--- src/rtl/core/thresholded_all_pairs_shortest_path_unit_defines.svh ---
// Assertion macros shared by the thresholded shortest path unit.
`ifndef THRESHOLDED_ALL_PAIRS_SHORTEST_PATH_UNIT_DEFINES_SVH
`define THRESHOLDED_ALL_PAIRS_SHORTEST_PATH_UNIT_DEFINES_SVH

// Plain property, sampled on clk_i and disabled while rst_ni is low.
`define TAPSP_ASSERT(lbl, prop, msg) \
  lbl: assert property (@(posedge clk_i) disable iff (!rst_ni) (prop)) \
    else $error(msg);

// Implication: whenever ante holds, cons holds in the same cycle.
`define TAPSP_ASSERT_IMPL(lbl, ante, cons, msg) \
  lbl: assert property (@(posedge clk_i) disable iff (!rst_ni) (ante) |-> (cons)) \
    else $error(msg);

`endif

--- src/rtl/core/tapsp_pkg.sv ---
// Shared constants, codes and types of the thresholded shortest path unit.
package tapsp_pkg;

  localparam int DEF_MAX_NODES = 64;
  localparam int DEF_DIST_BITS = 16;

  localparam int REQ_W      = 2;
  localparam int NODE_IDX_W = 6;
  localparam int LEN_W      = 16;
  localparam int OUT_DIST_W = 16;
  localparam int NCOUNT_W   = 7;
  localparam int THRESH_W   = 16;
  localparam int CFG_IDX_W  = 1;
  localparam int CFG_DATA_W = 16;

  localparam int IN_DATA_W  = 32;
  localparam int SRC_LSB    = 0;
  localparam int DST_LSB    = SRC_LSB + NODE_IDX_W;
  localparam int LEN_LSB    = DST_LSB + NODE_IDX_W;

  localparam logic [NCOUNT_W-1:0] NODE_COUNT_RST = 7'd64;
  localparam logic [THRESH_W-1:0] THRESH_RST     = 16'd256;
  localparam int                  SHORT_EDGE_LIMIT = 258;
  localparam logic [OUT_DIST_W-1:0] OUT_DIST_INF = '1;

  localparam logic BANK_SHORT = 1'b0;
  localparam logic BANK_REACH = 1'b1;

  typedef enum logic [REQ_W-1:0] {
    REQ_CLEAR   = 2'd0,
    REQ_ADD     = 2'd1,
    REQ_COMPUTE = 2'd2,
    REQ_QUERY   = 2'd3
  } req_type_e;

  typedef enum logic [CFG_IDX_W-1:0] {
    CFG_NODE_COUNT      = 1'b0,
    CFG_REACH_THRESHOLD = 1'b1
  } cfg_idx_e;

  typedef enum logic [3:0] {
    ST_INIT,
    ST_IDLE,
    ST_CLEAR,
    ST_ADD1,
    ST_ADD2,
    ST_SEED1,
    ST_SEED2,
    ST_FETCH,
    ST_ROW,
    ST_QUERY
  } seq_state_e;

  typedef enum logic [3:0] {
    DP_NONE,
    DP_INIT,
    DP_CLEAR,
    DP_ADD,
    DP_SEED1,
    DP_SEED2,
    DP_FETCH,
    DP_RELAX,
    DP_QUERY
  } dp_op_e;

  typedef struct packed {
    dp_op_e op;
    logic   bank;
    logic   in_range;
  } dp_ctrl_t;

  typedef struct packed {
    logic                  valid;
    logic [OUT_DIST_W-1:0] distance;
    logic                  reachable;
  } dp_result_t;

endpackage

--- src/rtl/core/tapsp_seq.sv ---
// Sequencer: request decode, sweep and triple-loop counters, datapath control.
`include "thresholded_all_pairs_shortest_path_unit_defines.svh"

module tapsp_seq #(
  parameter int MAX_NODES = tapsp_pkg::DEF_MAX_NODES,
  parameter int NODE_W    = $clog2(MAX_NODES),
  parameter int CNT_W     = $clog2(MAX_NODES + 1)
) (
  input  logic                            clk_i,
  input  logic                            rst_ni,
  input  logic                            in_valid_i,
  output logic                            in_ready_o,
  input  logic [tapsp_pkg::REQ_W-1:0]      req_i,
  input  logic [tapsp_pkg::NODE_IDX_W-1:0] src_i,
  input  logic [tapsp_pkg::NODE_IDX_W-1:0] dst_i,
  input  logic [tapsp_pkg::LEN_W-1:0]      len_i,
  input  logic [CNT_W-1:0]                 n_i,
  input  logic                            out_stall_i,
  output tapsp_pkg::dp_ctrl_t              ctrl_o,
  output logic [NODE_W-1:0]                row_o,
  output logic [NODE_W-1:0]                col_o,
  output logic [NODE_W-1:0]                piv_o,
  output logic [tapsp_pkg::LEN_W-1:0]      len_o
);
  import tapsp_pkg::*;

  localparam logic [NODE_W-1:0] LAST_IDX = NODE_W'(MAX_NODES - 1);

  seq_state_e state_q, state_d;
  logic [NODE_W-1:0] row_q, row_d, col_q, col_d, piv_q, piv_d;
  logic bank_q, bank_d;
  logic [NODE_IDX_W-1:0] a_q, b_q;
  logic [LEN_W-1:0] len_q;
  logic ok_q;

  logic accept, src_ok, dst_ok;
  logic last_col_m, last_row_m, last_col_n, last_row_n, last_piv_n, n_zero;

  assign accept = in_valid_i && in_ready_o;
  assign src_ok = 32'(src_i) < 32'(MAX_NODES);
  assign dst_ok = 32'(dst_i) < 32'(MAX_NODES);

  assign last_col_m = (col_q == LAST_IDX);
  assign last_row_m = (row_q == LAST_IDX);
  assign last_col_n = (CNT_W'(col_q) + 1'b1 == n_i);
  assign last_row_n = (CNT_W'(row_q) + 1'b1 == n_i);
  assign last_piv_n = (CNT_W'(piv_q) + 1'b1 == n_i);
  assign n_zero     = (n_i == '0);

  always_comb begin
    state_d = state_q;
    unique case (state_q)
      ST_INIT: begin
        if (last_row_m && last_col_m) state_d = ST_IDLE;
      end
      ST_IDLE: begin
        if (in_valid_i) begin
          unique case (req_type_e'(req_i))
            REQ_CLEAR:   state_d = ST_CLEAR;
            REQ_ADD:     state_d = (src_ok && dst_ok) ? ST_ADD1 : ST_IDLE;
            REQ_COMPUTE: state_d = ST_SEED1;
            REQ_QUERY:   state_d = ST_QUERY;
          endcase
        end
      end
      ST_CLEAR: begin
        if (last_row_m && last_col_m) state_d = ST_IDLE;
      end
      ST_ADD1: state_d = ST_ADD2;
      ST_ADD2: state_d = ST_IDLE;
      ST_SEED1: begin
        if (last_row_m && last_col_m) state_d = n_zero ? ST_SEED2 : ST_FETCH;
      end
      ST_SEED2: begin
        if (last_row_m && last_col_m) state_d = n_zero ? ST_IDLE : ST_FETCH;
      end
      ST_FETCH: state_d = ST_ROW;
      ST_ROW: begin
        if (last_col_n) begin
          if (last_row_n && last_piv_n) begin
            state_d = bank_q ? ST_IDLE : ST_SEED2;
          end else begin
            state_d = ST_FETCH;
          end
        end
      end
      ST_QUERY: begin
        if (!out_stall_i) state_d = ST_IDLE;
      end
      default: state_d = ST_IDLE;
    endcase
  end

  always_comb begin
    row_d  = row_q;
    col_d  = col_q;
    piv_d  = piv_q;
    bank_d = bank_q;
    unique case (state_q)
      ST_INIT, ST_CLEAR, ST_SEED1, ST_SEED2: begin
        if (last_col_m) begin
          col_d = '0;
          row_d = last_row_m ? '0 : row_q + 1'b1;
        end else begin
          col_d = col_q + 1'b1;
        end
        if (state_q == ST_SEED2) bank_d = BANK_REACH;
      end
      ST_ROW: begin
        if (last_col_n) begin
          col_d = '0;
          if (last_row_n) begin
            row_d = '0;
            piv_d = last_piv_n ? '0 : piv_q + 1'b1;
          end else begin
            row_d = row_q + 1'b1;
          end
        end else begin
          col_d = col_q + 1'b1;
        end
      end
      ST_IDLE: bank_d = BANK_SHORT;
      default: ;
    endcase
  end

  always_comb begin
    in_ready_o      = (state_q == ST_IDLE);
    ctrl_o.op       = DP_NONE;
    ctrl_o.bank     = bank_q;
    ctrl_o.in_range = 1'b1;
    row_o           = row_q;
    col_o           = col_q;
    piv_o           = piv_q;
    len_o           = len_q;
    unique case (state_q)
      ST_INIT:  ctrl_o.op = DP_INIT;
      ST_CLEAR: ctrl_o.op = DP_CLEAR;
      ST_ADD1: begin
        ctrl_o.op = DP_ADD;
        row_o     = NODE_W'(a_q);
        col_o     = NODE_W'(b_q);
      end
      ST_ADD2: begin
        ctrl_o.op = DP_ADD;
        row_o     = NODE_W'(b_q);
        col_o     = NODE_W'(a_q);
      end
      ST_SEED1, ST_SEED2: begin
        ctrl_o.op       = (state_q == ST_SEED1) ? DP_SEED1 : DP_SEED2;
        ctrl_o.in_range = (CNT_W'(row_q) < n_i) && (CNT_W'(col_q) < n_i);
      end
      ST_FETCH: ctrl_o.op = DP_FETCH;
      ST_ROW:   ctrl_o.op = DP_RELAX;
      ST_QUERY: begin
        ctrl_o.op       = out_stall_i ? DP_NONE : DP_QUERY;
        ctrl_o.in_range = ok_q;
        row_o           = NODE_W'(a_q);
        col_o           = NODE_W'(b_q);
      end
      default: ;
    endcase
  end

  always_ff @(posedge clk_i or negedge rst_ni) begin
    if (!rst_ni) begin
      state_q <= ST_INIT;
      row_q   <= '0;
      col_q   <= '0;
      piv_q   <= '0;
      bank_q  <= BANK_SHORT;
    end else begin
      state_q <= state_d;
      row_q   <= row_d;
      col_q   <= col_d;
      piv_q   <= piv_d;
      bank_q  <= bank_d;
    end
  end

  always_ff @(posedge clk_i) begin
    if (accept) begin
      a_q   <= src_i;
      b_q   <= dst_i;
      len_q <= len_i;
      ok_q  <= src_ok && dst_ok;
    end
  end

  `TAPSP_ASSERT_IMPL(a_idle_counters_zero, state_q == ST_IDLE,
                     row_q == '0 && col_q == '0 && piv_q == '0,
                     "Loop counters are not back at zero in idle.")
  `TAPSP_ASSERT_IMPL(a_add_pair_order, state_q == ST_ADD2, $past(state_q) == ST_ADD1,
                     "Second edge write without the first.")

endmodule

--- config.mk ---
export PLATFORM = sky130hd
export DESIGN_NAME = tapsp_seq
export DESIGN_NICKNAME = d
export VERILOG_FILES = /design/src/rtl/core/tapsp_pkg.sv /design/src/rtl/core/tapsp_seq.sv
export VERILOG_INCLUDE_DIRS = /design/src /design/src/rtl/core
export SDC_FILE = /design/constraint.sdc
export NUM_CORES = 1
export LEC_CHECK = 0
export BUFFER_PORTS_ARGS = -buffer_cell sky130_fd_sc_hd__buf_2
export CAP_MARGIN = 25
export CORE_AREA = 3 3 81 83
export CTS_CLUSTER_DIAMETER = 40
export DETAILED_ROUTE_END_ITERATION = 6
export DIE_AREA = 0 0 84 86
export GPL_TIMING_DRIVEN = 0
export PLACE_DENSITY = 0.91
export SETUP_SLACK_MARGIN = 0.3
export SLEW_MARGIN = 20
export SYNTH_ARGS = -nofsm -noshare
export SYNTH_HDL_FRONTEND = slang
export SYNTH_SLANG_ARGS = --single-unit
--- constraint.sdc ---
create_clock -name clk_i -period 5.9 [get_ports clk_i]
set_input_delay 0.885 -clock clk_i [delete_from_list [all_inputs] [get_ports clk_i]]
set_output_delay 0.885 -clock clk_i [all_outputs]
set_load 0.02 [all_outputs]
==> After elaboration in Yosys (flattened, before gate mapping) <==
Cells that the tools add are included.
{ "totals": {"elab_cells": 88, "reg_bits": 51, "out_inout_bits": 41, "inputBits": 41} }
{ "classes": {"mux": 29, "n_lt_le_gt_ge": 2, "addsub": 6, "reduce_logical": 18, "eq_ne": 25} }
{ "op_table": {"columns": ["op", "n"], "rows": [
  ["$pmux 6 s2", 4],
  ["$mux 6", 7],
  ["$pmux 4 s8", 1],
  ["$mux 4", 7],
  ["$pmux 4 s7", 1],
  ["$add 6x1->7 const B", 3],
  ["$eq 7x7->1", 3],
  ["$add 6x1->6 const B", 3],
  ["$eq 4x3->1 const B", 4],
  ["$pmux 4 s4", 1],
  ["$lt 6x7->1", 2],
  ["$ne 2x2->1 const B", 7],
  ["$eq 6x6->1 const B", 2],
  ["$mux 3", 3],
  ["$eq 4x2->1 const B", 2],
  ["$eq 4x4->1 const B", 2],
  ["$reduce_or 2->1", 4],
  ["$logic_not 7->1", 1],
  ["$reduce_and 3->1", 2],
  ["$reduce_and 6->1", 1],
  ["$eq 2x2->1 const B", 2],
  ["$eq 4x1->1 const B", 1],
  ["$logic_and 1x1->1", 4],
  ["$logic_not 4->1", 1],
  ["8 further kinds", 12]
]} }

==> Logic depth before layout (Yosys ltp) <==
Gate-level depths: netlist of run 1.
{ "depth": {"ltp_word": 6, "mapped_depth": 8, "mapped_depth_nobuf": 8} }

==> Worst setup path after synthesis of run 1 <==
Ideal clock, no wire load.
{ "synth_path": {"path_type": "in2out", "start": "input port n_i[2]", "end": "output port ctrl_o[0] in the netlist's numbering", "slack_ns": 2.756, "arrival_time_ns": 2.259, "stages": 8, "path_buffers": 1, "cell_sequence": "buf_2 -> inv_1 -> ha_1 -> o21a_1 -> o21a_1 -> o21a_1 -> o21ai_0 -> a311o_1"} }
{ "synth_rtl": {"columns": ["item", "line", "text"], "rows": [
  ["from (decl)", "tapsp_seq.sv:17", "input logic [CNT_W-1:0] n_i,"],
  ["to (decl)", "tapsp_seq.sv:19", "output tapsp_pkg::dp_ctrl_t ctrl_o,"]
]} }

==> results of run 1 <==
==> sequential cells by signal, summed over array words and instances, names as in the netlist <==
signal and count:
len_o 16, a_q 6, b_q 6, col_q 6, piv_o 6, row_q 6, state_q 4, bank_q 1
==> layer usage <==
| layer | GRT usage | wire, microns | vias up | share of wire |
|---|---|---|---|---|
| met5 | 0 | 0 | - | 0 |
| met4 | 0.115 | 287 | 0 | 0.033 |
| met3 | 0.0596 | 685 | 29 | 0.078 |
| met2 | 0.440 | 4360 | 134 | 0.49 |
| met1 | 0.296 | 3480 | 1461 | 0.39 |
| li1 | - | - | 1469 | - |
==> stage by stage <==
| step | instances | total power, mW |
|---|---|---|
| after floorplan | 354 | 0.500 |
| after global placement | 506 | 0.544 |
| after detailed placement | 506 | 0.551 |
| after CTS | 514 | 0.767 |
| after global routing | 514 | 0.797 |
| final | 514 | 0.765 |
==> report_power, final <==
group	internal (mW)	switching (mW)	total (mW)
clock network	0.0881	0.131	0.220
logic	0.0603	0.0861	0.146
registers	0.385	0.0144	0.399
==> kinds of logic after synthesis <==
group,count (synthesis),share of synthesized area
fa+ha+maj,15,0.0550
mux,4,0.0128
xor+xnor,24,0.0617
compound gates,90,0.194
flops,51,0.415
buf+inv,37,0.0495
simple gates,133,0.211
==> layout make-up <==
type                            count  area share
Clock inverter                      3     0.00691
Timing Repair Buffer               77      0.0967
Buffer                             21      0.0273
Inverter                           16      0.0151
Tap cell                           75      0.0235
Clock buffer                        5      0.0173
Multi-Input combinational cell    266       0.458
Sequential cell                    51       0.355
==> final timing paths <==
check	slack, ns	cells past startpoint	start	to
max	2.44	10	n_i[1]	ctrl_o[0]
min	0.54	1	rst_ni	piv_o[4]$_DFFE_PN0P_
max reg2reg	2.90	7	col_q[1]$_DFFE_PN0P_	col_q[3]$_DFFE_PN0P_
min reg2reg	0.59	2	piv_o[1]$_DFFE_PN0P_	piv_o[1]$_DFFE_PN0P_
max in group asynchronous	4.98	1	rst_ni	state_q[2]$_DFFE_PN0P_
min in group clk_i	0.59	2	piv_o[1]$_DFFE_PN0P_	piv_o[1]$_DFFE_PN0P_
==> worst max-delay path: cells and delay by family <==
family | cells | cell delay (ns)
AOI/OAI and AO/OA | 5 | 0.83
adders and majority gates | 1 | 0.28
buffers and inverters | 3 | 0.43
and+or+nand+nor | 1 | 0.13
==> cells in the final DEF, fill, tap and decap left out, types with 4 or more instances in the layout <==
cell type  count
o21a_1         9
nand2_1       42
ha_1          15
clkbuf_8       5
clkbuf_1       8
xor2_1        12
o21ai_0       14
nor2b_1        7
dfrtp_1       23
o211ai_1       7
inv_1         16
xnor2_1       12
o22ai_1        4
buf_2         85
nand3_1       10
nor2_1        20
a22oi_1       12
edfxtp_1      28
nand3b_1       4
nor4_1         4
nor3_1         9
a21oi_1       10
a31oi_1        4
nand2b_1       9
==> summary.md, run 1 <==
| Metric | Value |
|---|---|
| Count leader, synth | `nand2_1` |
| Clock Latency Late Sink | `0.32 ns` |
| CTS max path bufs | `2` |
| Status | `finished clean` |
| Peak VDD IR | `0.187 mV` |
| Register area | `1420 sq um` |
| Die footprint | `7220 sq um` |
| Root buf cell | `clkbuf_8` |
| Synthesized area per cell | `9.63 sq um` |
| Placed Area | `3890 sq um` |
| Sequential share of the synthesized area | `0.415` |
| Reg clk slew, reported paths | `0.10 ns` |
| Period utilisation layout | `0.586` |
| Post-synth EDFFs | `28` |
| Setup crit end kind | `output port` |
| Total GRT Usage | `0.252` |
| Fin. Hold Viols | `0` |
| TritonCTS Buffers | `5` |
| Final setup fails | `0` |
| Initial antenna violation count | `0` |
| Setup bufs post-CTS | `0` |
| Resize count post-CTS | `0` |
| Area occupied by multi-input gates | `1830 sq um` |
| RSZ-0062 raised after global routing | `false` |
| Vias per cell | `6.02` |
| Ys async rst share | `0.451` |
| Synthesis-to-finish area growth | `16.9%` |
| Routed Antenna Nets | `0` |
| Startpoint types | `input pin` |
| Initial core utilization | `0.576` |
| Core box area | `5920 sq um` |
| Final WS setup | `2.44 ns` |
| Fill cell count | `469` |
| Number of global-route vias before repair | `3180` |
| Area fraction of the dominant cell type after synthesis | `0.247` |
| DRC violation count after routing | `0` |
| Critical Path AT | `2.57 ns` |
| Synthesized instance count | `354` |
| Routed len/inst | `17.1 microns` |
| TritonCTS clock tree | `done` |
| Number of inserted diodes | `0` |
| Max stage delay cell, worst path | `ha_1` |
| Vias after detailed routing | `3093` |
| Largest net degree at the start of global routing | `29` |
| IO Pins | `82` |
| Mapped Area | `3410 sq um` |
| Top FF cell, synth | `edfxtp_1` |
| IO Port Bufs | `77` |
| Crit Path Category | `input pin to output port` |
| Final Util | `0.673` |
| Final WL | `8810 microns` |
| Worst endpoint required time | `5.02 ns` |
| FP Rows | `28` |
| Share of post-route cells with drive strength above 1 | `0.257` |
| Hold crit path type | `input pin to async pin` |
| Post-route cell area | `3990 sq um` |
| Most frequent cells after synthesis | `42 x nand2_1, 28 x edfxtp_1, 23 x dfrtp_1` |
| Syn_nets | `410` |
| PwrDens | `192 nW/um^2` |
| Crit-path most repeated cell | `o21a_1` |
| Clock skew | `0.00837 ns` |
| Fmax | `0.289 GHz` |
| Gpl congestion | `0.897` |
| Leak | `1.70 nW` |
| Max_slew headroom | `0.314` |
| Worst-margin pin slew | `1.02 ns` |
| Most area-consuming cells after synthesis | `edfxtp_1 25%, dfrtp_1 17%, ha_1 5.5%, nand2_1 4.6%, xnor2_1 3.1%` |
| Final period demand of the worst path | `3.46 ns` |
| DP HPWL | `6930 microns` |
| Hold Slack | `0.544 ns` |
| Seq cells post-synth | `51` |
| Height of the die | `86 microns` |
| Largest area contributor in the netlist | `edfxtp_1` |
| Initial DRC Count | `177` |
| Worst path max stage delay | `0.28 ns` |
| GRT Residual Overflow | `0` |
| Nets | `494` |
| CP cell instances | `buf_2 > inv_1 > ha_1 > nor2b_1 > o21a_1 > o21a_1 > o21a_1 > o21ai_0 > a311o_1 > buf_2` |
| H-tree depth | `2` |
| Sink Count | `51` |
| CP max FO | `5` |
| DRT Pass-1 Iters | `5` |
| Pre-CTS setup slack | `2.44 ns` |
| Die span in x | `84 microns` |
| Synthesis Warnings | `0` |
| Max Slew Vio Count | `0` |
| Maxcap violations | `0` |
| Hold_buf cts | `0` |
| Global-route wire length before repair | `14600 microns` |
| Setup TNS | `0 ns` |
| Distinct cells, synth | `63` |
Note: power is estimated with default switching activity, not from simulation.
==> run 2, diff against run 1 <==
Settings changed: CORE_AREA 3 3 81 83 to 3 3 84 86, DIE_AREA 0 0 84 86 to 0 0 87 89, PLACE_DENSITY 0.91 to 0.86.
Clock period 5.9 ns to 3.59 ns, I/O delays scaled along.
==> summary.md, run 2 (synthesized netlist as in run 1, its figures left out) <==
| Metric | Value |
|---|---|
| Status | `finished clean` |
| Number of global-route vias before repair | `3072` |
| Max FFs per register | `16` |
| Routed Antenna Nets | `0` |
| Final period demand of the worst path | `2.96 ns` |
| Net Sw Frac | `0.309` |
| Critical Path AT | `2.42 ns` |
| Initial core utilization | `0.537` |
| Final WS setup | `0.635 ns` |
| Worst r2r dst | `col_q[3]$_DFFE_PN0P_` |
| Pre-CTS setup slack | `0.706 ns` |
| Hold_buf cts | `0` |
| Sink Count | `51` |
| Leak | `1.70 nW` |
| Crit path launch | `state_q[2]$_DFFE_PN0P_` |
| R2R Setup Slk | `0.68 ns` |
| TritonCTS Buffers | `5` |
| Initial antenna violation count | `0` |
| CP max FO | `10` |
| Commonest cells after routing, fill and taps aside | `85 x buf_2, 42 x nand2_1, 28 x edfxtp_1, 23 x dfrtp_1, 20 x nor2_1` |
| Most common cell after layout, fill and taps aside | `buf_2` |
| PwrDens | `317 nW/um^2` |
| Final setup fails | `0` |
| Part of the power in registers | `0.517` |
| FP Rows | `29` |
| Gpl congestion | `0.997` |
| Period utilisation layout | `0.823` |
| Register area | `1420 sq um` |
| IO Port Bufs | `77` |
| Fill cell count | `556` |
| Height of the die | `89 microns` |
| Total GRT Usage | `0.233` |
| RR Startpoint | `col_q[0]$_DFFE_PN0P_` |
| Critical Path Sink | `col_o[4]` |
| IO Pins | `82` |
| Die span in x | `87 microns` |
| Startpoint types | `flip-flop` |
| H-tree depth | `2` |
| Largest net degree at the start of global routing | `24` |
| Worst-margin pin slew | `0.946 ns` |
| Comb pwr share | `0.191` |
| Vias per cell | `5.99` |
| Clock skew | `0.0100 ns` |
| Synthesis-to-finish area growth | `17.4%` |
| Die footprint | `7740 sq um` |
| Setup bufs post-CTS | `0` |
| TritonCTS clock tree | `done` |
| Worst Reg-to-Reg Cells | `7` |
| Worst endpoint required time | `3.05 ns` |
| Hold crit path type | `input pin to async pin` |
| Maxcap violations | `0` |
| Share of post-route cells with drive strength above 1 | `0.257` |
| DP HPWL | `6560 microns` |
| Switching power | `393 uW` |
| Resize count post-CTS | `0` |
| Nets | `495` |
| Crit Path Category | `flip-flop to output port` |
| Number of inserted diodes | `0` |
| Internal | `877 uW` |
| Max Slew Vio Count | `0` |
| GRT Residual Overflow | `0` |
| Setup crit end kind | `output port` |
| Initial DRC Count | `224` |
| Fin. Hold Viols | `0` |
| Clock Latency Late Sink | `0.33 ns` |
| DRC violation count after routing | `0` |
| Vias after detailed routing | `3097` |
| Global-route wire length before repair | `14100 microns` |
| Core box area | `6350 sq um` |
| Fmax | `0.338 GHz` |
| Final WL | `8720 microns` |
| Routed len/inst | `16.9 microns` |
| Peak VDD IR | `0.269 mV` |
| Area occupied by multi-input gates | `1820 sq um` |
| Setup TNS | `0 ns` |
| Reg clk slew, reported paths | `0.11 ns` |
| Clk pwr share | `0.292` |
| DRT Pass-1 Iters | `5` |
| Root buf cell | `clkbuf_8` |
| CTS max path bufs | `2` |
| Max_slew headroom | `0.364` |
| RSZ-0062 raised after global routing | `false` |
run 2: cell count changes in the layout (fill, tap and decap cells not counted):
cell,previous run,this run
and2_2,1,0
buf_8,0,1
and2_1,3,4
run 2: worst max-delay path: stages (launching register included):
cell	delay (ns)
dfrtp_1	0.36
clkbuf_1	0.30
nand2b_1	0.23
nor3_1	0.40
clkbuf_1	0.39
a22oi_1	0.13
nand2_1	0.11
buf_2	0.17
run 2: cell type report:
type,instances,share of cell area
well taps,77,0.0241
inverters,16,0.0150
clock inverters,3,0.00688
plain buffers,21,0.0272
clock buffers,5,0.0172
repair buffers,78,0.100
multi-input cells,266,0.456
flip-flops and latches,51,0.354
run 2: worst min path at each step:
stage	endpoint	slack (ns)	depth (start not counted)
2_1_floorplan	bank_q$_DFFE_PN0P_	0.24	0
3_3_place_gp	piv_o[1]$_DFFE_PN0P_	0.55	2
3_5_place_dp	piv_o[4]$_DFFE_PN0P_	0.57	1
4_1_cts	piv_o[4]$_DFFE_PN0P_	0.21	1
5_1_grt	piv_o[4]$_DFFE_PN0P_	0.23	1
6_report	piv_o[4]$_DFFE_PN0P_	0.20	1
run 2: power groups by stage:
stage / Clock (mW) / Sequential [mW] / Combinational (mW)
5_1_grt: 0.390 / 0.659 / 0.268
2_1_floorplan: 0 / 0.660 / 0.161
4_1_cts: 0.375 / 0.656 / 0.242
6_report: 0.371 / 0.657 / 0.242
3_5_place_dp: 0 / 0.668 / 0.238
3_3_place_gp: 0 / 0.667 / 0.229
run 2: routing by layer:
metal | wire [microns] | up-vias | share of wire | global-route usage
li1 | - | 1472 | - | -
met1 | 3580 | 1448 | 0.41 | 0.278
met2 | 4100 | 153 | 0.47 | 0.401
met3 | 811 | 24 | 0.093 | 0.0719
met4 | 226 | 0 | 0.026 | 0.0807
met5 | 0 | - | 0 | 0
run 2: per-stage QoR:
| stage | cells | hold slack, ns | util | cell area (sq um) | total power, mW |
|---|---|---|---|---|---|
| finish | 517 | 0.199 | 0.630 | 4000 | 1.27 |
| detailed placement | 509 | 0.565 | 0.615 | 3910 | 0.906 |
| global placement | 508 | 0.551 | 0.613 | 3890 | 0.896 |
| global route | 517 | 0.226 | 0.630 | 4000 | 1.32 |
| CTS | 517 | 0.214 | 0.630 | 4000 | 1.27 |
| floorplan | 354 | 0.243 | - | 3410 | 0.821 |
